### config.mk
export PLATFORM = sky130hd
export DESIGN_NAME = toy_register_cpu_execute_top
export DESIGN_NICKNAME = d
export VERILOG_FILES = /design/src/trce_pkg.sv /design/src/trce_front.sv /design/src/trce_queue.sv /design/src/trce_back.sv /design/src/toy_register_cpu_execute_top.sv
export SDC_FILE = /design/constraint.sdc
export NUM_CORES = 1
export LEC_CHECK = 0
export CORE_MARGIN = 3
export CORE_UTILIZATION = 55
export CTS_CLUSTER_SIZE = 14
export DETAILED_ROUTE_END_ITERATION = 8
export DONT_BUFFER_PORTS = 1
export GPL_TIMING_DRIVEN = 0
export PLACE_DENSITY = 0.82
export SLEW_MARGIN = 10
export SYNTH_ARGS = -nofsm -noshare
export SYNTH_HDL_FRONTEND = slang
export SYNTH_SLANG_ARGS = --single-unit
export TNS_END_PERCENT = 100
### constraint.sdc
create_clock -name i_clk -period 4.5 [get_ports i_clk]
set_input_delay 0.9 -clock i_clk [delete_from_list [all_inputs] [get_ports i_clk]]
set_output_delay 0.9 -clock i_clk [all_outputs]
set_load 0.05 [all_outputs]
### src/trce_pkg.sv
// shared types, constants and opcode codes for the toy register cpu execute block
package trce_pkg;

    localparam int unsigned DATA_W      = 16;
    localparam int unsigned REG_IDX_W   = 3;
    localparam int unsigned NUM_REGS    = 7;
    localparam int unsigned OPC_W       = 5;
    localparam int unsigned STACK_DEPTH = 16;
    localparam int unsigned STK_CNT_W   = $clog2(STACK_DEPTH + 1);
    localparam int unsigned STK_AW      = (STACK_DEPTH > 1) ? $clog2(STACK_DEPTH) : 1;
    localparam int unsigned QUEUE_DEPTH = 2;
    localparam int unsigned Q_AW        = (QUEUE_DEPTH > 1) ? $clog2(QUEUE_DEPTH) : 1;
    localparam int unsigned Q_CNT_W     = $clog2(QUEUE_DEPTH + 1);
    localparam int unsigned IN_TDATA_W  = 64;
    localparam int unsigned IN_TUSER_W  = 8;
    localparam int unsigned OUT_TDATA_W = 40;

    localparam logic [REG_IDX_W-1:0] EXT_REG_IDX = 3'd7;
    localparam logic [DATA_W-1:0]    PC_STEP     = 16'd4;

    typedef enum logic [OPC_W-1:0] {
        OP_NOOP       = 5'd0,
        OP_MOVE       = 5'd1,
        OP_IMMEDIATE  = 5'd2,
        OP_RESET      = 5'd3,
        OP_PUSH       = 5'd4,
        OP_POP        = 5'd5,
        OP_ADD        = 5'd6,
        OP_SUB        = 5'd7,
        OP_AND        = 5'd8,
        OP_OR         = 5'd9,
        OP_NAND       = 5'd10,
        OP_NOR        = 5'd11,
        OP_XOR        = 5'd12,
        OP_XNOR       = 5'd13,
        OP_NOT        = 5'd14,
        OP_GREATER    = 5'd15,
        OP_EQUAL      = 5'd16,
        OP_NOT_EQUAL  = 5'd17,
        OP_LESS       = 5'd18,
        OP_ADDI       = 5'd19,
        OP_SUBI       = 5'd20,
        OP_GREATERI   = 5'd21,
        OP_EQUALI     = 5'd22,
        OP_NOT_EQUALI = 5'd23,
        OP_LESSI      = 5'd24,
        OP_JUMPI      = 5'd25,
        OP_DBG        = 5'd26,
        OP_EXIT       = 5'd27
    } t_opcode;

    typedef enum logic [2:0] {
        CLS_NOP,
        CLS_ALU,
        CLS_PUSH,
        CLS_POP,
        CLS_BRANCH,
        CLS_JUMP,
        CLS_EXIT
    } t_cls;

    typedef enum logic [3:0] {
        ALU_PASS,
        ALU_ZERO,
        ALU_ADD,
        ALU_SUB,
        ALU_AND,
        ALU_OR,
        ALU_NAND,
        ALU_NOR,
        ALU_XOR,
        ALU_XNOR,
        ALU_NOT
    } t_alu;

    typedef enum logic [1:0] {
        CMP_GT,
        CMP_EQ,
        CMP_NE,
        CMP_LT
    } t_cmp;

    // decoded instruction handed from the front to the back
    typedef struct packed {
        t_cls                 cls;
        t_alu                 alu;
        t_cmp                 cmp;
        logic                 a_imm;
        logic                 b_imm;
        logic [REG_IDX_W-1:0] idx_a;
        logic [REG_IDX_W-1:0] idx_b;
        logic [REG_IDX_W-1:0] dest;
        logic [DATA_W-1:0]    imm_a;
        logic [DATA_W-1:0]    imm_b;
        logic [DATA_W-1:0]    target;
        logic [DATA_W-1:0]    ext;
    } t_uop;

    typedef struct packed {
        logic                 stack_fault;
        logic                 halted;
        logic                 branch_taken;
        logic [DATA_W-1:0]    write_value;
        logic [REG_IDX_W-1:0] write_index;
        logic                 reg_write;
        logic [DATA_W-1:0]    next_pc;
    } t_result;

endpackage

### src/trce_front.sv
// front end: takes instruction transfers and decodes them into micro-ops
module trce_front
    import trce_pkg::*;
(
    input  logic                  s_axis_tvalid,
    output logic                  s_axis_tready,
    input  logic [IN_TDATA_W-1:0] s_axis_tdata,  // operand_a, operand_b, operand_c, ext_input
    input  logic [IN_TUSER_W-1:0] s_axis_tuser,  // opcode, zero fill
    output logic                  o_push_valid,
    input  logic                  i_push_ready,
    output t_uop                  o_push_uop
);

    logic [OPC_W-1:0]  opcode;
    logic [DATA_W-1:0] opnd_a;
    logic [DATA_W-1:0] opnd_b;
    logic [DATA_W-1:0] opnd_c;
    logic [DATA_W-1:0] ext_in;

    assign opcode = s_axis_tuser[OPC_W-1:0];
    assign opnd_a = s_axis_tdata[15:0];
    assign opnd_b = s_axis_tdata[31:16];
    assign opnd_c = s_axis_tdata[47:32];
    assign ext_in = s_axis_tdata[63:48];

    assign s_axis_tready = i_push_ready;
    assign o_push_valid  = s_axis_tvalid;

    always_comb begin
        o_push_uop        = '0;
        o_push_uop.cls    = CLS_NOP;
        o_push_uop.alu    = ALU_PASS;
        o_push_uop.cmp    = CMP_EQ;
        o_push_uop.idx_a  = opnd_a[REG_IDX_W-1:0];
        o_push_uop.idx_b  = opnd_b[REG_IDX_W-1:0];
        o_push_uop.dest   = opnd_c[REG_IDX_W-1:0];
        o_push_uop.imm_a  = opnd_a;
        o_push_uop.imm_b  = opnd_b;
        o_push_uop.target = opnd_c;
        o_push_uop.ext    = ext_in;
        case (opcode)
            OP_MOVE: begin
                o_push_uop.cls = CLS_ALU;
            end
            OP_IMMEDIATE: begin
                o_push_uop.cls   = CLS_ALU;
                o_push_uop.a_imm = 1'b1;
            end
            OP_RESET: begin
                o_push_uop.cls  = CLS_ALU;
                o_push_uop.alu  = ALU_ZERO;
                o_push_uop.dest = opnd_a[REG_IDX_W-1:0];
            end
            OP_PUSH:  o_push_uop.cls = CLS_PUSH;
            OP_POP:   o_push_uop.cls = CLS_POP;
            OP_ADD: begin
                o_push_uop.cls = CLS_ALU;
                o_push_uop.alu = ALU_ADD;
            end
            OP_SUB: begin
                o_push_uop.cls = CLS_ALU;
                o_push_uop.alu = ALU_SUB;
            end
            OP_AND: begin
                o_push_uop.cls = CLS_ALU;
                o_push_uop.alu = ALU_AND;
            end
            OP_OR: begin
                o_push_uop.cls = CLS_ALU;
                o_push_uop.alu = ALU_OR;
            end
            OP_NAND: begin
                o_push_uop.cls = CLS_ALU;
                o_push_uop.alu = ALU_NAND;
            end
            OP_NOR: begin
                o_push_uop.cls = CLS_ALU;
                o_push_uop.alu = ALU_NOR;
            end
            OP_XOR: begin
                o_push_uop.cls = CLS_ALU;
                o_push_uop.alu = ALU_XOR;
            end
            OP_XNOR: begin
                o_push_uop.cls = CLS_ALU;
                o_push_uop.alu = ALU_XNOR;
            end
            OP_NOT: begin
                o_push_uop.cls = CLS_ALU;
                o_push_uop.alu = ALU_NOT;
            end
            OP_GREATER: begin
                o_push_uop.cls = CLS_BRANCH;
                o_push_uop.cmp = CMP_GT;
            end
            OP_EQUAL: begin
                o_push_uop.cls = CLS_BRANCH;
                o_push_uop.cmp = CMP_EQ;
            end
            OP_NOT_EQUAL: begin
                o_push_uop.cls = CLS_BRANCH;
                o_push_uop.cmp = CMP_NE;
            end
            OP_LESS: begin
                o_push_uop.cls = CLS_BRANCH;
                o_push_uop.cmp = CMP_LT;
            end
            OP_ADDI: begin
                o_push_uop.cls   = CLS_ALU;
                o_push_uop.alu   = ALU_ADD;
                o_push_uop.b_imm = 1'b1;
            end
            OP_SUBI: begin
                o_push_uop.cls   = CLS_ALU;
                o_push_uop.alu   = ALU_SUB;
                o_push_uop.b_imm = 1'b1;
            end
            OP_GREATERI: begin
                o_push_uop.cls   = CLS_BRANCH;
                o_push_uop.cmp   = CMP_GT;
                o_push_uop.b_imm = 1'b1;
            end
            OP_EQUALI: begin
                o_push_uop.cls   = CLS_BRANCH;
                o_push_uop.cmp   = CMP_EQ;
                o_push_uop.b_imm = 1'b1;
            end
            OP_NOT_EQUALI: begin
                o_push_uop.cls   = CLS_BRANCH;
                o_push_uop.cmp   = CMP_NE;
                o_push_uop.b_imm = 1'b1;
            end
            OP_LESSI: begin
                o_push_uop.cls   = CLS_BRANCH;
                o_push_uop.cmp   = CMP_LT;
                o_push_uop.b_imm = 1'b1;
            end
            OP_JUMPI: begin
                // target is operand_c times four, wrapped to 16 bits
                o_push_uop.cls    = CLS_JUMP;
                o_push_uop.target = {opnd_c[DATA_W-3:0], 2'b00};
            end
            OP_EXIT:  o_push_uop.cls = CLS_EXIT;
            default:  o_push_uop.cls = CLS_NOP;
        endcase
    end

endmodule

### src/trce_queue.sv
// short fifo of decoded micro-ops between front and back
module trce_queue
    import trce_pkg::*;
(
    input  logic i_clk,
    input  logic i_rst_n,
    input  logic i_push_valid,
    output logic o_push_ready,
    input  t_uop i_push_uop,
    output logic o_pop_valid,
    input  logic i_pop_ready,
    output t_uop o_pop_uop
);

    t_uop               r_mem [QUEUE_DEPTH];
    logic [Q_AW-1:0]    r_wr_ptr;
    logic [Q_AW-1:0]    r_rd_ptr;
    logic [Q_CNT_W-1:0] r_count;
    logic               push;
    logic               pop;

    assign o_push_ready = (r_count != Q_CNT_W'(QUEUE_DEPTH));
    assign o_pop_valid  = (r_count != '0);
    assign o_pop_uop    = r_mem[r_rd_ptr];
    assign push         = i_push_valid && o_push_ready;
    assign pop          = o_pop_valid && i_pop_ready;

    always_ff @(posedge i_clk) begin
        if (!i_rst_n) begin
            r_wr_ptr <= '0;
            r_rd_ptr <= '0;
            r_count  <= '0;
        end else begin
            if (push) begin
                r_wr_ptr <= (r_wr_ptr == Q_AW'(QUEUE_DEPTH - 1)) ? '0 : r_wr_ptr + 1'b1;
            end
            if (pop) begin
                r_rd_ptr <= (r_rd_ptr == Q_AW'(QUEUE_DEPTH - 1)) ? '0 : r_rd_ptr + 1'b1;
            end
            if (push && !pop) begin
                r_count <= r_count + 1'b1;
            end else if (pop && !push) begin
                r_count <= r_count - 1'b1;
            end
        end
    end

    always_ff @(posedge i_clk) begin
        if (push) begin
            r_mem[r_wr_ptr] <= i_push_uop;
        end
    end

endmodule

### src/trce_back.sv
// back end: register read stage, execute stage with state, output register
module trce_back
    import trce_pkg::*;
(
    input  logic    i_clk,
    input  logic    i_rst_n,
    input  logic    i_uop_valid,
    output logic    o_uop_ready,
    input  t_uop    i_uop,
    output logic    o_res_valid,
    input  logic    i_res_ready,
    output t_result o_res
);

    // architectural state
    logic [DATA_W-1:0]    r_regs  [NUM_REGS];
    logic [DATA_W-1:0]    r_stack [STACK_DEPTH];
    logic [DATA_W-1:0]    r_pc;
    logic [STK_CNT_W-1:0] r_cnt;
    logic                 r_halt;

    // read stage
    logic                 r_rd_valid;
    t_cls                 r_rd_cls;
    t_alu                 r_rd_alu;
    t_cmp                 r_rd_cmp;
    logic [REG_IDX_W-1:0] r_rd_dest;
    logic [DATA_W-1:0]    r_rd_target;
    logic [DATA_W-1:0]    r_rd_opa;
    logic [DATA_W-1:0]    r_rd_opb;

    // output register
    logic                 r_out_valid;
    t_result              r_out;

    logic                 out_ready;
    logic                 ex_fire;
    logic                 rd_load;
    logic [DATA_W-1:0]    rd_opa;
    logic [DATA_W-1:0]    rd_opb;

    logic [DATA_W-1:0]    pc_seq;
    logic [DATA_W-1:0]    alu_val;
    logic                 cmp_hit;
    logic [STK_CNT_W-1:0] cnt_m1;
    logic [STK_CNT_W-1:0] n_cnt;
    logic                 push_en;
    logic                 wr_req;
    logic                 wr_en;
    logic [DATA_W-1:0]    wr_val;
    logic                 taken;
    logic                 fault;
    logic                 halt_set;
    logic [DATA_W-1:0]    n_pc;
    t_result              n_out;

    assign out_ready   = !r_out_valid || i_res_ready;
    assign ex_fire     = r_rd_valid && out_ready;
    assign rd_load     = !r_rd_valid || ex_fire;
    assign o_uop_ready = rd_load;
    assign o_res_valid = r_out_valid;
    assign o_res       = r_out;

    // register read with bypass from the instruction finishing this cycle
    function automatic logic [DATA_W-1:0] read_reg(
        input logic [REG_IDX_W-1:0] idx,
        input logic [DATA_W-1:0]    ext,
        input logic                 fwd_en,
        input logic [REG_IDX_W-1:0] fwd_idx,
        input logic [DATA_W-1:0]    fwd_val,
        input logic [DATA_W-1:0]    reg_val
    );
        logic [DATA_W-1:0] val;
        if (idx == EXT_REG_IDX) begin
            val = ext;
        end else if (fwd_en && (fwd_idx == idx)) begin
            val = fwd_val;
        end else begin
            val = reg_val;
        end
        return val;
    endfunction

    always_comb begin
        rd_opa = i_uop.imm_a;
        rd_opb = i_uop.imm_b;
        if (!i_uop.a_imm) begin
            rd_opa = read_reg(i_uop.idx_a, i_uop.ext, ex_fire && wr_en, r_rd_dest, wr_val,
                              (i_uop.idx_a == EXT_REG_IDX) ? '0 : r_regs[i_uop.idx_a]);
        end
        if (!i_uop.b_imm) begin
            rd_opb = read_reg(i_uop.idx_b, i_uop.ext, ex_fire && wr_en, r_rd_dest, wr_val,
                              (i_uop.idx_b == EXT_REG_IDX) ? '0 : r_regs[i_uop.idx_b]);
        end
    end

    // execute
    always_comb begin
        case (r_rd_alu)
            ALU_PASS: alu_val = r_rd_opa;
            ALU_ZERO: alu_val = '0;
            ALU_ADD:  alu_val = r_rd_opa + r_rd_opb;
            ALU_SUB:  alu_val = r_rd_opa - r_rd_opb;
            ALU_AND:  alu_val = r_rd_opa & r_rd_opb;
            ALU_OR:   alu_val = r_rd_opa | r_rd_opb;
            ALU_NAND: alu_val = ~(r_rd_opa & r_rd_opb);
            ALU_NOR:  alu_val = ~(r_rd_opa | r_rd_opb);
            ALU_XOR:  alu_val = r_rd_opa ^ r_rd_opb;
            ALU_XNOR: alu_val = ~(r_rd_opa ^ r_rd_opb);
            ALU_NOT:  alu_val = ~r_rd_opa;
            default:  alu_val = '0;
        endcase
        case (r_rd_cmp)
            CMP_GT:  cmp_hit = (r_rd_opa > r_rd_opb);
            CMP_EQ:  cmp_hit = (r_rd_opa == r_rd_opb);
            CMP_NE:  cmp_hit = (r_rd_opa != r_rd_opb);
            CMP_LT:  cmp_hit = (r_rd_opa < r_rd_opb);
            default: cmp_hit = 1'b0;
        endcase
    end

    assign pc_seq = r_pc + PC_STEP;
    assign cnt_m1 = r_cnt - STK_CNT_W'(1);

    always_comb begin
        wr_req   = 1'b0;
        wr_val   = '0;
        taken    = 1'b0;
        fault    = 1'b0;
        halt_set = 1'b0;
        push_en  = 1'b0;
        n_cnt    = r_cnt;
        case (r_rd_cls)
            CLS_ALU: begin
                wr_req = 1'b1;
                wr_val = alu_val;
            end
            CLS_PUSH: begin
                if (r_cnt < STK_CNT_W'(STACK_DEPTH)) begin
                    push_en = 1'b1;
                    n_cnt   = r_cnt + STK_CNT_W'(1);
                end else begin
                    fault = 1'b1;
                end
            end
            CLS_POP: begin
                // underflow writes zero
                wr_req = 1'b1;
                if (r_cnt != '0) begin
                    wr_val = r_stack[cnt_m1[STK_AW-1:0]];
                    n_cnt  = cnt_m1;
                end else begin
                    fault = 1'b1;
                end
            end
            CLS_BRANCH: taken = cmp_hit;
            CLS_JUMP:   taken = 1'b1;
            CLS_EXIT:   halt_set = 1'b1;
            default: ;
        endcase
        n_pc = taken ? r_rd_target : pc_seq;
        // once halted, items leave the state alone
        if (r_halt) begin
            wr_req  = 1'b0;
            wr_val  = '0;
            taken   = 1'b0;
            fault   = 1'b0;
            push_en = 1'b0;
            n_cnt   = r_cnt;
            n_pc    = r_pc;
        end
        wr_en = wr_req && (r_rd_dest != EXT_REG_IDX);

        n_out.next_pc      = n_pc;
        n_out.reg_write    = wr_en;
        n_out.write_index  = wr_en ? r_rd_dest : '0;
        n_out.write_value  = wr_en ? wr_val : '0;
        n_out.branch_taken = taken;
        n_out.halted       = r_halt || halt_set;
        n_out.stack_fault  = fault;
    end

    always_ff @(posedge i_clk) begin
        if (!i_rst_n) begin
            for (int i = 0; i < NUM_REGS; i++) begin
                r_regs[i] <= '0;
            end
            r_pc        <= '0;
            r_cnt       <= '0;
            r_halt      <= 1'b0;
            r_rd_valid  <= 1'b0;
            r_out_valid <= 1'b0;
        end else begin
            if (rd_load) begin
                r_rd_valid <= i_uop_valid;
            end
            if (out_ready) begin
                r_out_valid <= r_rd_valid;
            end
            if (ex_fire) begin
                r_pc   <= n_pc;
                r_cnt  <= n_cnt;
                r_halt <= r_halt || halt_set;
                if (wr_en) begin
                    r_regs[r_rd_dest] <= wr_val;
                end
            end
        end
    end

    always_ff @(posedge i_clk) begin
        if (rd_load && i_uop_valid) begin
            r_rd_cls    <= i_uop.cls;
            r_rd_alu    <= i_uop.alu;
            r_rd_cmp    <= i_uop.cmp;
            r_rd_dest   <= i_uop.dest;
            r_rd_target <= i_uop.target;
            r_rd_opa    <= rd_opa;
            r_rd_opb    <= rd_opb;
        end
        if (ex_fire) begin
            r_out <= n_out;
        end
        if (ex_fire && push_en) begin
            r_stack[r_cnt[STK_AW-1:0]] <= r_rd_opa;
        end
    end

endmodule

### src/toy_register_cpu_execute_top.sv
// top level of the toy register cpu execute block: front, micro-op queue, back
// path: a transfer enters the queue, then the register read stage, then the output register
// throughput: one instruction per cycle when not stalled; the execute stage holds all state
// reset: synchronous active-low i_rst_n clears registers, pc, stack count, halt flag,
//   the queue and all valid bits; stack contents are not cleared
module toy_register_cpu_execute_top
    import trce_pkg::*;
(
    input  logic                   i_clk,
    input  logic                   i_rst_n,
    input  logic                   s_axis_tvalid,
    output logic                   s_axis_tready,
    input  logic [IN_TDATA_W-1:0]  s_axis_tdata,  // operand_a, operand_b, operand_c, ext_input
    input  logic [IN_TUSER_W-1:0]  s_axis_tuser,  // opcode, zero fill
    output logic                   m_axis_tvalid,
    input  logic                   m_axis_tready,
    // next_pc, reg_write, write_index, write_value, branch_taken, halted,
    // stack_fault, zero fill
    output logic [OUT_TDATA_W-1:0] m_axis_tdata
);

    // front to queue
    logic    fe_valid;
    logic    fe_ready;
    t_uop    fe_uop;

    // queue to back
    logic    q_valid;
    logic    q_ready;
    t_uop    q_uop;

    t_result be_res;

    // decode runs in the same cycle as the input transfer
    trce_front u_front (
        .s_axis_tvalid (s_axis_tvalid),
        .s_axis_tready (s_axis_tready),
        .s_axis_tdata  (s_axis_tdata),
        .s_axis_tuser  (s_axis_tuser),
        .o_push_valid  (fe_valid),
        .i_push_ready  (fe_ready),
        .o_push_uop    (fe_uop)
    );

    // two-entry decoupling queue, lets the front keep taking transfers
    // while the back waits on the output side
    trce_queue u_queue (
        .i_clk        (i_clk),
        .i_rst_n      (i_rst_n),
        .i_push_valid (fe_valid),
        .o_push_ready (fe_ready),
        .i_push_uop   (fe_uop),
        .o_pop_valid  (q_valid),
        .i_pop_ready  (q_ready),
        .o_pop_uop    (q_uop)
    );

    // register read, execute and result register; the read stage bypasses
    // the write of the instruction retiring in the same cycle
    trce_back u_back (
        .i_clk       (i_clk),
        .i_rst_n     (i_rst_n),
        .i_uop_valid (q_valid),
        .o_uop_ready (q_ready),
        .i_uop       (q_uop),
        .o_res_valid (m_axis_tvalid),
        .i_res_ready (m_axis_tready),
        .o_res       (be_res)
    );

    // result packing, first field in the low bits
    assign m_axis_tdata = {1'b0,
                           be_res.stack_fault,
                           be_res.halted,
                           be_res.branch_taken,
                           be_res.write_value,
                           be_res.write_index,
                           be_res.reg_write,
                           be_res.next_pc};

endmodule

==> results, run 1 <==
- After routing, the total negative slack on setup checks comes to 0 ns.
- The worst path needs 4.43 ns of the cycle, external delays included.
- The hold path startpoint is s_axis_tdata[25].
- After detailed routing, the average wire length per cell comes to 29.3 um.
- The count of vias placed by the detailed router is 22900.
- The total count of max-transition violations in the final report is 0.
- The count of hold buffers inserted by post-cts repair is 0.
- The ratio of total power to cell area is 672 nW/um^2.
- The share of the Yosys chip area taken by registers is 61.2%.
- The core region is 57000 um^2.
- Across the run, the number of max-cap violations was 0.
- The total die area is 61200 um^2.
- At the pin with the least slew margin, the transition time is 1.21 ns.
- The initial core utilization is 56.1%.
- The number of fill cells is 4091.
- The data arrival time of the worst path is 4.55 ns.
- The placed instances occupy a cell area of 33500 um^2.
- VDD sags by at most 0.481 mV.
- The final design area excluding fillers is 36200 um^2.
- The most critical setup path has its startpoint at u_back.r_rd_dest[0].
- The clock tree from TritonCTS is yes.
- The fmax is 0.226 GHz.
- The final number of setup-violating endpoints is 0.
- Buffers inserted during clock tree synthesis total 70.
- Summed over all cells, the static leakage comes to 12.2 nW.
- The layout overhead on the synthesized area is 13.1%.
- Dividing the synthesized area by the synthesized cell count gives 13.2 um^2.
- In the synthesized netlist the dominant register cell turns out to be sky130_fd_sc_hd__edfxtp_1.
- The later pin in the worst-skew pair is clocked with a latency of 0.63 ns.
- The fraction of layout instances using a drive strength above 1 is 17.0%.
- The worst setup path is captured at a flip-flop.
- Registers take 19600 um^2.
- The cell count after synthesis is 2420.
- STA classifies the critical path startpoint as a flip-flop.
- The width of the die is 247 um.
- In the routed design, unresolved DRC markers number 0.
- After detailed routing, the number of vias per cell comes to 6.80.
- In this run, the number of DRC markers left after iteration 0 of detailed routing was 3035.
- The final worst-path cycle share is 98.5%.
- The count of antenna-violating nets left after detailed routing is 0.
- The worst relative slew slack is 18.6%.
- The number of failing hold endpoints at the final stage is 0.
- The clock-pin slew reported for the worst setup and hold paths after clock tree synthesis is 0.06 ns.
- The worst setup skew after layout is 0.0458 ns.
- The most common library cell in the layout ignoring fill and taps is sky130_fd_sc_hd__edfxtp_1.
- The maximum number of pins on one net before global-route repair is 62.
- The clock root buffer master is sky130_fd_sc_hd__clkbuf_16.
- The number of nets in the layout is 2687.
- The maximum buffer depth of the clock tree is 3.
- The critical path is of the reg -> reg type.
- The synthesized area is 32000 um^2.
- The number of buffers added on ports is 0.
- The site row count is 87.
- In this run the worst path has a maximum fanout of 16.
- The count of different cell masters after synthesis is 87.
- Clock tree synthesis found a total of 668 sinks.
- In this run the number of H-tree levels came out at 3.
- The multi-input combinational cells in the finished layout cover a total of 11700 um^2.
- The flow ran to the end, and the final reports show no timing, DRC or antenna violations.
- The total iterations of the first detailed-routing run is 8.
- After synthesis, the share of flip-flops with an asynchronous set or reset is 0%.
- The total global routing overflow is 0.
- For this design the top-level I/O count stands at 118.
- The origin of the critical flop-to-flop path is u_back.r_rd_dest[0].
- In this run, synthesis inferred 623 flip-flops with an integrated enable.
- Setup repair after global routing left no endpoint under its margin.
- The total of warnings raised by yosys is 0.
- For the worst setup path, the data required time is 4.61 ns.
- The final layout contains routed wiring with a total length of 98600 um.
- The number of synthesized register bits is 668.
- The placed wire-length estimate is 66500 um.
- Routability-driven placement finished with a final weighted congestion of 0.992.
- The count of antenna diodes in the layout is 0.
- The wire length of the first global-routing pass is 142000 um.
- The global-route usage over all layers is 31.6%.
- The die height is 247 um.
- The via count of the first global-routing pass was 22400.
- The top cell types in the final layout, fill and taps aside, are 623 x sky130_fd_sc_hd__edfxtp_1, 238 x sky130_fd_sc_hd__nand2_1, 130 x sky130_fd_sc_hd__nor2_1.
- The initial antenna violation count is 0.
- The path class of the tightest hold or removal check is in -> reg.
[cell type report]
class | instances | area share (%)
Buffer | 170 | 2.07
Timing Repair Buffer | 46 | 1.76
Multi-Input combinational cell | 1530 | 32.3
Clock inverter | 34 | 1.13
Sequential cell | 668 | 54.1
Inverter | 66 | 0.691
Clock buffer | 93 | 5.30
Tap cell | 756 | 2.61
[critical path, cell delays in order (launching register included)]
cell                       delay, ns
sky130_fd_sc_hd__edfxtp_1       0.32
sky130_fd_sc_hd__clkbuf_1       0.53
sky130_fd_sc_hd__a311o_1        0.52
sky130_fd_sc_hd__nor2_1         0.12
sky130_fd_sc_hd__nand2_1        0.31
sky130_fd_sc_hd__or4_1          0.17
sky130_fd_sc_hd__clkbuf_1       0.42
sky130_fd_sc_hd__clkbuf_1       0.70
sky130_fd_sc_hd__nand2_1        0.82
[cells in the mapped netlist (12+ instances only)]
cell type	n	area share (%)
sky130_fd_sc_hd__a211oi_1	28	0.66
sky130_fd_sc_hd__a21oi_1	69	1.1
sky130_fd_sc_hd__a221oi_1	22	0.60
sky130_fd_sc_hd__a2bb2oi_1	12	0.33
sky130_fd_sc_hd__a31oi_1	31	0.61
sky130_fd_sc_hd__and2_1	15	0.29
sky130_fd_sc_hd__and3_1	26	0.51
sky130_fd_sc_hd__buf_1	14	0.16
sky130_fd_sc_hd__buf_2	28	0.44
sky130_fd_sc_hd__clkbuf_1	124	1.5
sky130_fd_sc_hd__dfxtp_1	45	2.8
sky130_fd_sc_hd__edfxtp_1	623	58
sky130_fd_sc_hd__ha_1	57	2.2
sky130_fd_sc_hd__inv_1	63	0.74
sky130_fd_sc_hd__mux2_2	79	2.8
sky130_fd_sc_hd__mux2i_1	78	2.4
sky130_fd_sc_hd__mux4_2	103	7.2
sky130_fd_sc_hd__nand2_1	238	2.8
sky130_fd_sc_hd__nand2b_1	23	0.45
sky130_fd_sc_hd__nand3_1	105	1.6
sky130_fd_sc_hd__nand4_1	17	0.33
sky130_fd_sc_hd__nor2_1	148	1.7
sky130_fd_sc_hd__nor2b_1	14	0.27
sky130_fd_sc_hd__nor3_1	81	1.3
sky130_fd_sc_hd__o21ai_0	92	1.4
sky130_fd_sc_hd__o22ai_1	28	0.55
sky130_fd_sc_hd__or2_2	14	0.27
sky130_fd_sc_hd__xnor2_1	30	0.82
[where the power goes]
| group | internal (mW) | total (mW) | switching, mW | leakage, nW |
|---|---|---|---|---|
| registers | 8.16 | 9.22 | 1.06 | 6.23 |
| logic | 3.19 | 9.21 | 6.02 | 4.85 |
| clock network | 3.48 | 5.91 | 2.42 | 1.13 |
| total | 14.8 | 24.3 | 9.51 | 12.2 |
[layer usage]
metal	vias up	global-route usage, %	share of wire, %
met2	1715	51.4	48
met1	11200	40.0	35
li1	9555	-	-
met4	0	17.8	6.2
met5	-	0	0
met3	362	6.09	11
[registers in the layout, indices dropped and copies added, names as in the netlist, 16 cells and up, named ones only]
signal	count
u_back.r_rd_opa	16
u_queue.r_mem	156
u_back.r_rd_opb	16
u_back.r_rd_target	16
u_back.r_regs	128
u_back.r_stack	256
u_back.o_res	39
u_back.r_pc	16
[logic make-up after synthesis]
| group | after synthesis | synth area share (%) |
|---|---|---|
| multiplexers | 265 | 12.7 |
| AND/OR/NAND/NOR | 753 | 11.3 |
| buffers and inverters | 238 | 2.99 |
| other | 1 | 0.0117 |
| AO/OA/AOI/OAI | 399 | 8.44 |
| adder cells (fa/ha/maj) | 59 | 2.35 |
| flip-flops | 668 | 61.2 |
| XOR/XNOR | 37 | 1.01 |
[final timing paths]
| kind | end | depth (start not counted) | slack [ns] |
|---|---|---|---|
| max | u_back.r_regs[0][6] | 8 | 0.07 |
| min | u_queue.r_mem[0][41] | 0 | 0.36 |
| max reg2reg | u_back.r_regs[0][6] | 8 | 0.07 |
| min reg2reg | u_back.r_pc[0] | 2 | 0.47 |
[timing repair]
| item | CTS | global route |
|---|---|---|
| buffers inserted | 10 | 14 |
| pin swaps | 2 | 0 |
| resized for setup | 33 | 9 |
| endpoints found under the setup margin | 208 | 132 |
[metrics by stage]
stage | cells | hold slack (ns) | setup slack [ns] | power [mW] | util [%]
finish | 3363 | 0.363 | 0.0670 | 24.3 | 63.5
global route | 3363 | 0.360 | 0.00968 | 25.1 | 63.5
CTS | 3350 | 0.346 | 0.0474 | 23.8 | 63.2
detailed placement | 3214 | 0.455 | -2.00 | 17.7 | 58.8
global placement | 3192 | 0.441 | -1.84 | 17.5 | 57.9
floorplan | 2436 | 0.432 | 0.210 | 14.8 | -
No activity file was read; power rests on OpenSTA's default activity.
==> run 2, diff against run 1 <==
--- a/config.mk
+++ b/config.mk
@@ -11,7 +11,7 @@
 export DETAILED_ROUTE_END_ITERATION = 8
 export DONT_BUFFER_PORTS = 1
 export GPL_TIMING_DRIVEN = 0
-export PLACE_DENSITY = 0.82
+export PLACE_DENSITY = 0.79
 export SLEW_MARGIN = 10
 export SYNTH_ARGS = -nofsm -noshare
 export SYNTH_HDL_FRONTEND = slang
==> constraint.sdc (replaced) <==
create_clock -name i_clk -period 5.56 [get_ports i_clk]
set_input_delay 1.112 -clock i_clk [delete_from_list [all_inputs] [get_ports i_clk]]
set_output_delay 1.112 -clock i_clk [all_outputs]
set_load 0.05 [all_outputs]
==> run 2 against run 1 <==
  * Design area fell by 0.99%
  * Sequential cell count did not move
  * Largest power group unchanged
  * Final cell count fell by 0.59%
  * Global-route usage fell by 0.20 points
==> results, run 2 (synthesis results as in run 1) <==
- The flow ran to the end, and the final reports show no timing, DRC or antenna violations.
- Across the whole layout, storage elements account for 19600 um^2.
- The number of failing hold endpoints at the final stage is 0.
- Clock-pin slew was measured on the worst setup and hold paths at 0.06 ns.
- The initial antenna violation count came to 2.
- The worst register-to-register path begins at u_back.r_cnt[0].
- For the finished layout, the period the worst path requires is 5.44 ns.
- The width of the die is 247 um.
- The worst hold path begins at u_back.r_pc[1].
- The utilization of the core after routing is 62.9%.
- The number of flip-flops under the largest register name is 256.
- The initialized floorplan defines 87 standard-cell rows.
- The power share of the sequential group is 39.1%.
- For this design the ratio of total power to cell area is 541 nW/um^2.
- The via count of the first global-routing pass is 22000.
- The total global routing overflow is 0.
- The placement-stage worst setup slack is -1.04 ns.
- The final route contains 22500 vias.
- The portion of total power attributed to combinational logic is 36.4%.
- At the end of routability-driven placement, the weighted congestion stood at 0.988.
- In the finished design, the share of the clock period the worst path needs comes to 97.9%.
- Hold is met by 0.479 ns.
- For this run, the detailed router's first-pass iteration total came to 6.
- The number of buffers added on ports is 0.
- In this run the worst hold path is classified as reg -> reg.
- Counting along the longest clock path gives a buffer depth of 3.
- The worst setup skew after layout is 0.0214 ns.
- The required time of the critical path is 5.85 ns.
- The internal portion of the total power is 11.9 mW.
- Of all nets on the critical path, the largest fanout is 11.
- 118 I/O pins were placed.
- At the worst endpoint, the arrival time is 5.73 ns.
- The worst setup path is captured at a flip-flop.
- In the final routed layout, each cell accounts on average for 28.6 um.
- The most common library cell in the layout ignoring fill and taps is sky130_fd_sc_hd__edfxtp_1.
- Detailed routing placed a total of 9390 um of wire on met3.
- The worst reg2reg path depth is 14.
- Across the run, the number of max-cap violations was 0.
- The placeable core area is 57000 um^2.
- In this run the power spent charging and discharging nets is 7.56 mW.
- After the first detailed-routing iteration, the DRC count stood at 2955.
- In the final layout, the multi-input gates occupy 11600 um^2.
- Setup repair after global routing could not meet its margin everywhere.
- The number of vias per cell is 6.72.
- Clock tree synthesis inserted a total of 71 buffers.
- The count of nets left with antenna violations once routing finished came out at 0.
- The wire-length estimate of the detail-placed layout is 66700 um.
- The clock tree from TritonCTS is yes.
- The start-to-end type of the worst setup path is reg -> reg.
- The count of hold buffers inserted by post-cts repair is 0.
- The number of DRC violations after detailed routing is 0.
- The worst reg-to-reg setup slack is 0.12 ns.
- The worst hold path terminates at u_back.r_pc[1].
- The peak supply drop is 0.324 mV.
- The number of fill cells is 4240.
- The detailed-routing wirelength on met1 is 35200 um.
- The number of clock sinks is 668.
- The clock power share is 24.6%.
- Once the floorplan was initialized, standard cells occupied 56.1% of the core.
- The worst relative slew slack is 21.4%.
- The die height is 247 um.
- The startpoint kind of the worst setup timing path is a flip-flop.
- Entering global routing, the biggest net connects 62 pins.
- The fmax is 0.184 GHz.
- The met2 routed wirelength is 45900 um.
- The clock root buffer master is sky130_fd_sc_hd__clkbuf_16.
- The final number of setup-violating endpoints is 0.
- The post-layout worst setup margin is 0.119 ns.
- The total count of max-transition violations in the final report was 0.
- The uppermost signal routing layer after detailed routing is met4.
- The H-tree was split into 3 levels.
- The library cells used most frequently in the layout, excluding fill and tap cells, are 623 x sky130_fd_sc_hd__edfxtp_1, 238 x sky130_fd_sc_hd__nand2_1, 135 x sky130_fd_sc_hd__clkbuf_1.
- The die covers 61200 um^2.
- Net switching is 38.9% of the power.
- At the pin with the least slew margin, the transition time is 1.17 ns.
- The clock network latency to the later pin of the worst-skew pair is 0.62 ns.
- The detailed-route wire length is 95800 um.
- The first global-routing pass estimated 140000 um of wire.
- At the end of the flow, the number of nets in the layout was 2666.
- Counting instances, the worst hold path has a depth of 2.
- The fraction of layout instances using a drive strength above 1 is 15.9%.
- The leakage power summed over all cells is 12.0 nW.
- The endpoint identified for the worst register-to-register timing path is u_back.r_rd_opb[11].
- The layout overhead on the synthesized area is 12.0%.
- Across every metal layer, demand over resource in global routing totals 31.4%.
[run 2: cell count changes in the layout (fill, tap and decap cells not counted), sizes merged]
cell,before,now
buf,91,71
clkbuf,218,214
clkinv,21,24
bufinv,8,7
clkinvlp,3,4
diode,0,1
[run 2: through the flow]
stage | std cells | cell area [um^2] | TNS (ns) | power [mW]
2_1_floorplan | 2436 | 32100 | 0 | 12.0
3_3_place_gp | 3192 | 33000 | -250.81 | 14.2
3_5_place_dp | 3215 | 33500 | -36.37 | 14.4
4_1_cts | 3342 | 35800 | 0 | 19.2
5_1_grt | 3342 | 35900 | -0.205 | 20.1
6_report | 3343 | 35900 | 0 | 19.4
[run 2: per-layer routing]
metal  GRT usage (%)  vias to the layer above
met1            40.3                    11100
met5               0                        -
met2            51.0                     1478
met4            16.2                        0
li1                -                     9514
met3            6.21                      326
[run 2: critical path: stages (launching register included)]
cell and delay (ns):
sky130_fd_sc_hd__dfxtp_1 0.45, sky130_fd_sc_hd__buf_2 0.40, sky130_fd_sc_hd__buf_2 0.42, sky130_fd_sc_hd__buf_2 0.48, sky130_fd_sc_hd__inv_1 0.19, sky130_fd_sc_hd__ha_2 0.57, sky130_fd_sc_hd__buf_2 0.39, sky130_fd_sc_hd__buf_2 0.36
sky130_fd_sc_hd__mux4_2 0.35, sky130_fd_sc_hd__nand2_1 0.10, sky130_fd_sc_hd__nand3_1 0.09, sky130_fd_sc_hd__nand3_1 0.27, sky130_fd_sc_hd__o311ai_0 0.23, sky130_fd_sc_hd__a21oi_2 0.49, sky130_fd_sc_hd__o21ai_0 0.31
[run 2: power groups by stage]
stage	registers [mW]	clock network, mW	logic (mW)
floorplan	7.36	0	4.62
global placement	7.65	0	6.57
detailed placement	7.66	0	6.76
CTS	7.56	4.81	6.83
global route	7.66	5.00	7.45
finish	7.59	4.77	7.06
[run 2: how the worst max path moves through the flow]
| stage | start | end | slack [ns] | cells after the start |
|---|---|---|---|---|
| after CTS | u_back.r_cnt[0] | u_back.r_rd_opb[12] | 0.08 | 13 |
| after global routing | u_back.r_cnt[0] | u_back.r_rd_opb[11] | -0.17 | 14 |
| after global placement | s_axis_tvalid | u_queue.r_mem[0][39] | -1.53 | 2 |
| after detailed placement | u_back.r_cnt[0] | u_back.r_rd_opb[12] | -1.04 | 14 |
| final | u_back.r_cnt[0] | u_back.r_rd_opb[11] | 0.12 | 14 |
| after floorplan | s_axis_tvalid | u_queue.r_mem[0][0] | 0.57 | 2 |
[run 2: area by class of cell]
type | count | area share (%)
Clock inverter | 37 | 1.07
Clock buffer | 91 | 5.43
Antenna cell | 1 | 0.00697
Multi-Input combinational cell | 1530 | 32.5
Timing Repair Buffer | 23 | 1.05
Sequential cell | 668 | 54.7
Buffer | 171 | 1.99
Tap cell | 756 | 2.64
Inverter | 66 | 0.697
[run 2: repair_timing]
item,4_1_cts,5_1_grt
gates resized for setup,9,4
setup buffers,0,0
setup endpoints to repair,103,59
